==> src/assert_macros.svh <==
// Assertion macros shared by the RTL files
`ifndef ASSERT_MACROS_SVH
`define ASSERT_MACROS_SVH

// Same-cycle implication, checked outside reset
`define ASSERT_IMP(lbl, clk, rstn, ante, cons) \
	lbl: assert property (@(posedge clk) disable iff (!rstn) (ante) |-> (cons)) \
		else $error("assertion failed");

// Next-cycle implication, checked outside reset
`define ASSERT_NXT(lbl, clk, rstn, ante, cons) \
	lbl: assert property (@(posedge clk) disable iff (!rstn) (ante) |=> (cons)) \
		else $error("assertion failed");

`endif

==> src/rmv_pkg.sv <==
// Shared types and constants for the running statistics block
package rmv_pkg;

	localparam int DIV_NUM_W = 64;
	localparam int DIV_CNT_W = 7;
	localparam int VAR_W     = 40;
	localparam int RAD_W     = 48;
	localparam int ROOT_W    = 24;
	localparam int FRAC_W    = 16;

	typedef struct packed {
		logic                 start;
		logic [DIV_CNT_W-1:0] iters;
	} div_ctl_t;

	typedef struct packed {
		logic busy;
		logic done;
	} div_sts_t;

	typedef enum logic [3:0] {
		ST_IDLE,
		ST_MLOAD,
		ST_MDIV,
		ST_MULLOAD,
		ST_MUL,
		ST_ACC,
		ST_VLOAD,
		ST_VDIV,
		ST_SLOAD,
		ST_SQRT,
		ST_OUT
	} state_t;

endpackage

==> src/rmv_div.sv <==
// Bit-serial restoring divider, one quotient bit per cycle
module rmv_div import rmv_pkg::*; #(
	parameter int DEN_W = 24
) (
	input  logic                 clk,
	input  logic                 arst_n,
	input  div_ctl_t             ctl,
	input  logic [DIV_NUM_W-1:0] num,
	input  logic [DEN_W-1:0]     den,
	output logic [DIV_NUM_W-1:0] quo,
	output div_sts_t             sts
);

	logic [DIV_NUM_W-1:0] num_q;
	logic [DEN_W-1:0]     rem_q;
	logic [DEN_W-1:0]     den_q;
	logic [DIV_CNT_W-1:0] cnt_q;
	logic                 done_q;
	logic [DEN_W:0]       rem_t;
	logic                 fit;

	assign rem_t = {rem_q, num_q[DIV_NUM_W-1]};
	assign fit   = rem_t >= {1'b0, den_q};

	always_ff @(posedge clk or negedge arst_n) begin
		if (!arst_n) begin
			cnt_q  <= '0;
			done_q <= 1'b0;
		end else if (ctl.start) begin
			cnt_q  <= ctl.iters;
			done_q <= 1'b0;
		end else if (cnt_q != '0) begin
			cnt_q  <= cnt_q - 1'b1;
			done_q <= (cnt_q == DIV_CNT_W'(1));
		end else begin
			done_q <= 1'b0;
		end
	end

	always_ff @(posedge clk) begin
		if (ctl.start) begin
			num_q <= num;
			rem_q <= '0;
			den_q <= den;
		end else if (cnt_q != '0) begin
			// shift the quotient bit in as the dividend moves out
			num_q <= {num_q[DIV_NUM_W-2:0], fit};
			rem_q <= fit ? DEN_W'(rem_t - {1'b0, den_q}) : rem_t[DEN_W-1:0];
		end
	end

	assign quo      = num_q;
	assign sts.busy = (cnt_q != '0);
	assign sts.done = done_q;

	`include "assert_macros.svh"

	`ASSERT_NXT(a_div_runs, clk, arst_n, ctl.start && ctl.iters != '0, sts.busy)
	`ASSERT_IMP(a_div_done_idle, clk, arst_n, sts.done, !sts.busy)
	`ASSERT_NXT(a_div_ends, clk, arst_n, sts.busy && cnt_q == DIV_CNT_W'(1) && !ctl.start,
		sts.done)

endmodule

==> src/running_mean_variance_minmax.sv <==
// Welford running mean, variance, deviation, minimum and maximum (top level)
//
//  channel | signals                                        | word
//  in      | in_valid, in_ready, sample, restart            | one sample
//  out     | out_valid, out_ready, sample_count, running_mean,| one set of statistics
//          | sample_variance, std_deviation, minimum, maximum, saturated
//
// An ordinary sample runs the mean division and the product, one bit a cycle, then
// the variance division on the shared divider and the square root. A restart word
// skips both divisions and the product, a word at full count the mean division and
// the product. One word is in work at a time; the next is taken while the last
// result waits in the output register. Reset clears count, mean, sum, min and max.
module running_mean_variance_minmax import rmv_pkg::*; #(
	parameter int SAMPLE_BITS = 16,
	parameter int COUNT_BITS  = 24
) (
	input  logic                         clk,
	input  logic                         arst_n,
	input  logic                         in_valid,
	output logic                         in_ready,
	input  logic signed [SAMPLE_BITS-1:0] sample,
	input  logic                         restart,
	output logic                         out_valid,
	input  logic                         out_ready,
	output logic [23:0]                  sample_count,
	output logic signed [31:0]           running_mean,
	output logic [VAR_W-1:0]             sample_variance,
	output logic [ROOT_W-1:0]            std_deviation,
	output logic signed [SAMPLE_BITS-1:0] minimum,
	output logic signed [SAMPLE_BITS-1:0] maximum,
	output logic                         saturated
);

	localparam int MAGW  = SAMPLE_BITS + FRAC_W;
	localparam int DW    = MAGW + 1;
	localparam int PW    = 2 * MAGW;
	localparam int CNT_W = $clog2(MAGW + 1);

	state_t state_q, state_d;

	logic [COUNT_BITS-1:0]      count_q;
	logic signed [MAGW-1:0]     mean_q;
	logic [DIV_NUM_W-1:0]       sum_q;
	logic signed [SAMPLE_BITS-1:0] min_q, max_q;
	logic signed [MAGW-1:0]     bigx_q;
	logic signed [DW-1:0]       dold_q;
	logic                       sat_q;
	logic [MAGW-1:0]            a_q, b_q;
	logic [PW-1:0]              acc_q;
	logic [CNT_W-1:0]           cnt_q;
	logic [VAR_W-1:0]           var_q;
	logic [RAD_W-1:0]           rad_q;
	logic [ROOT_W+1:0]          rem_q;
	logic [ROOT_W-1:0]          root_q;

	logic                       in_fire, out_load, fresh, full;
	logic signed [MAGW-1:0]     bigx_in;
	logic signed [DW-1:0]       dold_in, dnew;
	logic [MAGW-1:0]            mag_old, mag_new;
	logic [MAGW:0]              mul_sum;
	logic [DIV_NUM_W:0]         sum_ext;
	logic [ROOT_W+1:0]          rem_t, trial;
	logic                       sq_fit;

	div_ctl_t                   div_ctl;
	div_sts_t                   div_sts;
	logic [DIV_NUM_W-1:0]       div_num, div_quo;
	logic [COUNT_BITS-1:0]      div_den;

	assign in_fire = in_valid && in_ready;
	assign fresh   = restart || (count_q == '0);
	assign full    = (count_q == '1);
	assign bigx_in = {sample, {FRAC_W{1'b0}}};
	assign dold_in = DW'(bigx_in) - DW'(mean_q);
	assign mag_old = dold_q[DW-1] ? MAGW'(-dold_q) : MAGW'(dold_q);
	assign dnew    = DW'(bigx_q) - DW'(mean_q);
	assign mag_new = dnew[DW-1] ? MAGW'(-dnew) : MAGW'(dnew);
	assign mul_sum = {1'b0, acc_q[PW-1:MAGW]} + (b_q[0] ? {1'b0, a_q} : '0);
	assign sum_ext = {1'b0, sum_q} + {1'b0, DIV_NUM_W'(acc_q >> 24)};
	assign rem_t   = {rem_q[ROOT_W-1:0], rad_q[RAD_W-1:RAD_W-2]};
	assign trial   = {root_q, 2'b01};
	assign sq_fit  = rem_t >= trial;

	rmv_div #(.DEN_W(COUNT_BITS)) u_div (
		.clk    (clk),
		.arst_n (arst_n),
		.ctl    (div_ctl),
		.num    (div_num),
		.den    (div_den),
		.quo    (div_quo),
		.sts    (div_sts)
	);

	// next state
	always_comb begin
		state_d = state_q;
		case (state_q)
			ST_IDLE:    if (in_valid) state_d = (fresh || full) ? ST_VLOAD : ST_MLOAD;
			ST_MLOAD:   state_d = ST_MDIV;
			ST_MDIV:    if (div_sts.done) state_d = ST_MULLOAD;
			ST_MULLOAD: state_d = ST_MUL;
			ST_MUL:     if (cnt_q == CNT_W'(1)) state_d = ST_ACC;
			ST_ACC:     state_d = ST_VLOAD;
			ST_VLOAD:   state_d = (count_q > COUNT_BITS'(1)) ? ST_VDIV : ST_SLOAD;
			ST_VDIV:    if (div_sts.done) state_d = ST_SLOAD;
			ST_SLOAD:   state_d = ST_SQRT;
			ST_SQRT:    if (cnt_q == CNT_W'(1)) state_d = ST_OUT;
			ST_OUT:     if (!out_valid || out_ready) state_d = ST_IDLE;
			default:    state_d = ST_IDLE;
		endcase
	end

	// control outputs
	always_comb begin
		in_ready      = 1'b0;
		out_load      = 1'b0;
		div_ctl.start = 1'b0;
		div_ctl.iters = DIV_CNT_W'(DIV_NUM_W);
		div_num       = sum_q;
		div_den       = count_q - 1'b1;
		case (state_q)
			ST_IDLE:  in_ready = 1'b1;
			ST_MLOAD: begin
				div_ctl.start = 1'b1;
				div_ctl.iters = DIV_CNT_W'(MAGW);
				div_num       = {mag_old, {(DIV_NUM_W-MAGW){1'b0}}};
				div_den       = count_q;
			end
			ST_VLOAD: div_ctl.start = (count_q > COUNT_BITS'(1));
			ST_OUT:   out_load = !out_valid || out_ready;
			default:  ;
		endcase
	end

	always_ff @(posedge clk or negedge arst_n) begin
		if (!arst_n) begin
			state_q <= ST_IDLE;
			count_q <= '0;
			mean_q  <= '0;
			sum_q   <= '0;
			min_q   <= '0;
			max_q   <= '0;
			cnt_q   <= '0;
			out_valid <= 1'b0;
		end else begin
			state_q <= state_d;
			if (out_load) out_valid <= 1'b1;
			else if (out_ready) out_valid <= 1'b0;
			case (state_q)
				ST_IDLE: if (in_fire) begin
					if (fresh) begin
						count_q <= COUNT_BITS'(1);
						mean_q  <= bigx_in;
						sum_q   <= '0;
						min_q   <= sample;
						max_q   <= sample;
					end else if (!full) begin
						count_q <= count_q + 1'b1;
						if (sample < min_q) min_q <= sample;
						if (sample > max_q) max_q <= sample;
					end
				end
				ST_MDIV: if (div_sts.done) begin
					mean_q <= dold_q[DW-1] ? MAGW'(DW'(mean_q) - {1'b0, div_quo[MAGW-1:0]})
						: MAGW'(DW'(mean_q) + {1'b0, div_quo[MAGW-1:0]});
				end
				ST_MULLOAD: cnt_q <= CNT_W'(MAGW);
				ST_MUL:     cnt_q <= cnt_q - 1'b1;
				ST_ACC:     sum_q <= sum_ext[DIV_NUM_W] ? '1 : sum_ext[DIV_NUM_W-1:0];
				ST_SLOAD:   cnt_q <= CNT_W'(ROOT_W);
				ST_SQRT:    cnt_q <= cnt_q - 1'b1;
				default: ;
			endcase
		end
	end

	// datapath words, no reset needed
	always_ff @(posedge clk) begin
		case (state_q)
			ST_IDLE: if (in_fire) begin
				bigx_q <= bigx_in;
				dold_q <= dold_in;
				sat_q  <= !fresh && full;
			end
			ST_MULLOAD: begin
				a_q   <= mag_old;
				b_q   <= mag_new;
				acc_q <= '0;
			end
			ST_MUL: begin
				// add the partial product on top, shift one bit down
				acc_q <= {mul_sum, acc_q[MAGW-1:1]};
				b_q   <= b_q >> 1;
			end
			ST_VLOAD: if (count_q <= COUNT_BITS'(1)) var_q <= '0;
			ST_VDIV: if (div_sts.done) begin
				var_q <= (div_quo[DIV_NUM_W-1:VAR_W] != '0) ? '1 : div_quo[VAR_W-1:0];
			end
			ST_SLOAD: begin
				rad_q  <= {var_q, 8'b0};
				rem_q  <= '0;
				root_q <= '0;
			end
			ST_SQRT: begin
				rad_q  <= rad_q << 2;
				rem_q  <= sq_fit ? (rem_t - trial) : rem_t;
				root_q <= {root_q[ROOT_W-2:0], sq_fit};
			end
			ST_OUT: if (out_load) begin
				sample_count    <= 24'(count_q);
				running_mean    <= 32'(mean_q);
				sample_variance <= var_q;
				std_deviation   <= root_q;
				minimum         <= min_q;
				maximum         <= max_q;
				saturated       <= sat_q;
			end
			default: ;
		endcase
	end

	`include "assert_macros.svh"

	`ASSERT_IMP(a_idle_div_free, clk, arst_n, state_q == ST_IDLE, !div_sts.busy)
	`ASSERT_NXT(a_count_set, clk, arst_n, in_fire, count_q != '0)
	`ASSERT_IMP(a_min_le_max, clk, arst_n, count_q != '0, min_q <= max_q)
	`ASSERT_IMP(a_sat_full, clk, arst_n, state_q == ST_OUT && sat_q, count_q == '1)

endmodule

==> config.mk <==
export PLATFORM = sky130hd
export DESIGN_NAME = running_mean_variance_minmax
export DESIGN_NICKNAME = d
export VERILOG_FILES = /design/src/rmv_pkg.sv /design/src/rmv_div.sv /design/src/running_mean_variance_minmax.sv
export VERILOG_INCLUDE_DIRS = /design/src /design/src/src
export SDC_FILE = /design/constraint.sdc
export NUM_CORES = 2
export LEC_CHECK = 0
export BUFFER_PORTS_ARGS = -buffer_cell sky130_fd_sc_hd__buf_2
export CORE_MARGIN = 2
export CORE_UTILIZATION = 50
export DETAILED_ROUTE_END_ITERATION = 10
export PLACE_DENSITY = 0.72
export SYNTH_ARGS = -nofsm -noshare
export SYNTH_HDL_FRONTEND = slang
export SYNTH_SLANG_ARGS = --single-unit
==> constraint.sdc <==
create_clock -name clk -period 14.35 [get_ports clk]
set_input_delay 1.435 -clock clk [delete_from_list [all_inputs] [get_ports clk]]
set_output_delay 1.435 -clock clk [all_outputs]
set_load 0.01 [all_outputs]
==> reports/qor.txt <==
Data required, critical path - 14,860 ps
Crit-path most repeated cell - or3_1
Area contributors post-synth - edfxtp_1 39%, dfrtp_1 11%, ha_1 7.0%
H-tree depth reported by CTS - 3
WP data arrival - 6260 ps
Post-CTS Hold Fix Bufs - 0
CTS Root Buffer Type - clkbuf_16
Mean number of vias per cell - 5.933
Synthesized area per cell - 10.26 µm²
Unrepaired setup endpoints after global routing - no
Antenna Nets Post-Route - 0
Warnings, synthesis - 0
Ys async rst share - 23.82%
Synth Area in Compound Gates - 15.45%
TNS Setup - 0 ps
Clock transition at the registers of the reported paths - 60 ps
Worst Setup Start Kind - register
CTS Buffer Depth - 3
Post-CTS setup buffer count - 0
Vias - 30,910
Critical path, cell by cell - inv_1 > ha_1 > nand2b_1 > nor4_1 > nand3b_1 > or3_1 > or3_1 > or3_1 > or3_1 > nor3_1 > nor2_1 > xnor2_1 > ha_1 > nand3_1 > o311ai_0 > a41oi_1 > o21ai_0 > xnor2_1 > o31ai_1
Power Density - 252.2 nW/µm²
Critical path peak fanout - 6
Largest net degree at the start of global routing - 89
Worst skew pair latency - 640 ps
CP max stage cell - o311ai_0
IO buf count - 175
Vias in the first global route - 29,290
Slowest cell delay on critical path - 690 ps
Post-synthesis cell type count - 96
DP HPWL - 76,060 µm
Final GP Congestion - 0.9584
Mux cell area share after synthesis - 1.787%
Final Cell Area - 45,100 µm²
Worst slack at placement - 8707 ps
FP Rows - 104
Worst Tran Pin Value - 1182 ps
Achievable frequency - 173.9 MHz
Clock Skews - 27.39 ps
Lkg Pwr - 18.38 nW
Initial antenna violation count - 0
Starting Density - 50.42%
VDD IR max - 153.5 µV
Final nets - 4,332
Slack of the critical path - 8600 ps
Simple-gate share of the synthesized area - 15.58%
Max Transition Viols Final - 0
Seq cells post-synth - 718
Reg area - 20,460 µm²
HP Class - reg2reg
Setup crit end kind - register
Cell count after synthesis - 3,953
Ys flop type - edfxtp_1
Worst Setup Path Type - reg2reg
Syn_nets - 4,205
Filler cells - 6,937
Detailed-router iteration count before antenna repair - 7
Area leader, netlist - edfxtp_1
DRT iter0 DRCs - 3,187
Final period util - 40.07%
WL/cell - 20.43 µm
Area grow syn2layout - 11.24%
Gr usage total - 25.45%
Die width - 288.8 µm
Min Tclk post-route - 5750 ps
Final hold vios - 0
Max-slew headroom - 20.92%
Total CTS buffers - 81
R2r setup slk - 8600 ps
Tot Pwr - 11.37 mW
Max cap viols - 0
# setup viols final - 0
Largest family of logic cells by synthesized area - simple AND/OR/NAND/NOR gates
Core ar. - 80,420 µm²
Area post-placement - 42,440 µm²
Synthesized area - 40,540 µm²
EDFF count, synth - 523
Ports - 176
Die height - 288.8 µm
Die area - 83,380 µm²
Adder-Cell Fraction of Synth Area - 7.203%
CTS tree - yes
Top-area cell type share of the netlist area - 38.74%
First-pass GRT wire length - 166,500 µm
Final WL - 106,400 µm
Status - finished clean
Grt ovf - 0
CTS Sinks - 718
Register area share after synthesis - 50.48%
Layout cells sized above 1 - 10.44%
DRC viols - 0
Area occupied by multi-input gates - 18,840 µm²
Post-CTS sizing - 0
Xor and xnor area share after synthesis - 6.243%
[cells in the mapped netlist (13+ instances only)]
cell type	number
a211oi_1	45
a21boi_0	14
a21o_1	93
a21oi_1	323
a22oi_1	18
a31oi_1	24
a41oi_1	13
and2_1	62
and3_1	33
clkbuf_1	149
dfrtp_1	171
dfxtp_1	24
edfxtp_1	523
ha_1	227
inv_1	178
mux2_2	35
mux2i_1	33
nand2_1	434
nand2b_1	37
nand3_1	94
nand4_1	40
nor2_1	330
nor2b_1	35
nor3_1	97
nor4_1	30
o211ai_1	24
o21a_1	77
o21ai_0	193
o21bai_1	25
o31ai_1	35
o41ai_1	13
or3_1	35
or4_1	18
xnor2_1	184
xor2_1	105
[stage by stage]
step                hold slack [ps]  utilization (%)  instances
finish                        445.5            56.08       5209
CTS                           440.1            56.08       5208
global route                  457.2            56.08       5208
global placement              429.5            52.78       5057
detailed placement            434.3            52.78       5057
floorplan                     400.3                -       3953
[placed cells by master (no fill, tap or decap), drive strengths merged, types with 13 or more instances in the layout]
master	count
edfxtp	523
nand2	434
nor2	331
a21oi	323
ha	227
buf	210
o21ai	197
xnor2	184
inv	181
dfrtp	171
clkbuf	113
xor2	105
nor3	100
nand3	94
a21o	93
o21a	77
and2	63
a211oi	46
nand4	41
nand2b	37
or3	37
nor2b	35
mux2	35
o31ai	35
mux2i	33
and3	33
nor4	33
clkinv	28
o21bai	25
a31oi	24
o211ai	24
dfxtp	24
or4	20
a22oi	18
or2	15
a21boi	14
o41ai	14
a41oi	13
[cell families (layout without fill, tap and decap cells)]
| group | after synthesis | in the layout |
|---|---|---|
| multiplexers | 68 | 68 |
| buffers and inverters | 345 | 540 |
| XOR/XNOR | 289 | 289 |
| AO/OA/AOI/OAI | 985 | 985 |
| adder cells (fa/ha/maj) | 231 | 231 |
| other | 0 | 1 |
| AND/OR/NAND/NOR | 1317 | 1317 |
| flip-flops | 718 | 718 |
[final cells by class]
| type | instances | area share [%] |
|---|---|---|
| clock inverter | 38 | 0.7574 |
| tap | 1060 | 2.941 |
| timing repair buffer | 210 | 2.539 |
| multi-input combinational | 2890 | 41.77 |
| sequential | 718 | 45.38 |
| inverter | 179 | 1.490 |
| antenna | 1 | 0.005549 |
| clock buffer | 113 | 5.124 |
[power by group]
part	internal, mW	total, mW	switching [mW]
clock network	1.20	2.06	0.859
logic	2.22	5.62	3.39
registers	3.13	3.70	0.563
[registers in the layout, summed over array words and instances (netlist names), 33 cells and up]
signal	cells
rad_q	40
var_q	40
dold_q	33
u_div.quo	64
acc_q	40
sample_variance	40
sum_q	64
[critical path, delay by kind of cell, from the launching register on]
family	cells	cell delay (ps)
compound gates	4	1410
fa+ha+maj	2	560
simple gates	10	2830
buf+inv	1	110
flops	1	450
xor+xnor	2	270
[per-layer routing]
| layer | wire length, µm | vias to the layer above | track usage, % |
|---|---|---|---|
| met5 | 0 | - | 0 |
| met4 | 3711 | 0 | 8.918 |
| met3 | 7464 | 180 | 3.705 |
| met2 | 47450 | 1100 | 38.97 |
| met1 | 47790 | 14960 | 36.99 |
| li1 | - | 14670 | - |
[path summary, 6_finish.rpt]
path / startpoint / endpoint / cells after the start
max: u_div.quo[0]$_DFFE_PP_ / mean_q[31]$_DFFE_PN0P_ / 19
min: root_q[15]$_SDFFCE_PN0N_ / std_deviation[15]$_DFFE_PP_ / 0
max reg2reg: u_div.quo[0]$_DFFE_PP_ / mean_q[31]$_DFFE_PN0P_ / 19
min reg2reg: root_q[15]$_SDFFCE_PN0N_ / std_deviation[15]$_DFFE_PP_ / 0
max in group asynchronous: arst_n / max_q[15]$_DFFE_PN0P_ / 2
min in group asynchronous: arst_n / sum_q[1]$_DFFE_PN0P_ / 1
Note: power is estimated with default switching activity, not from simulation.
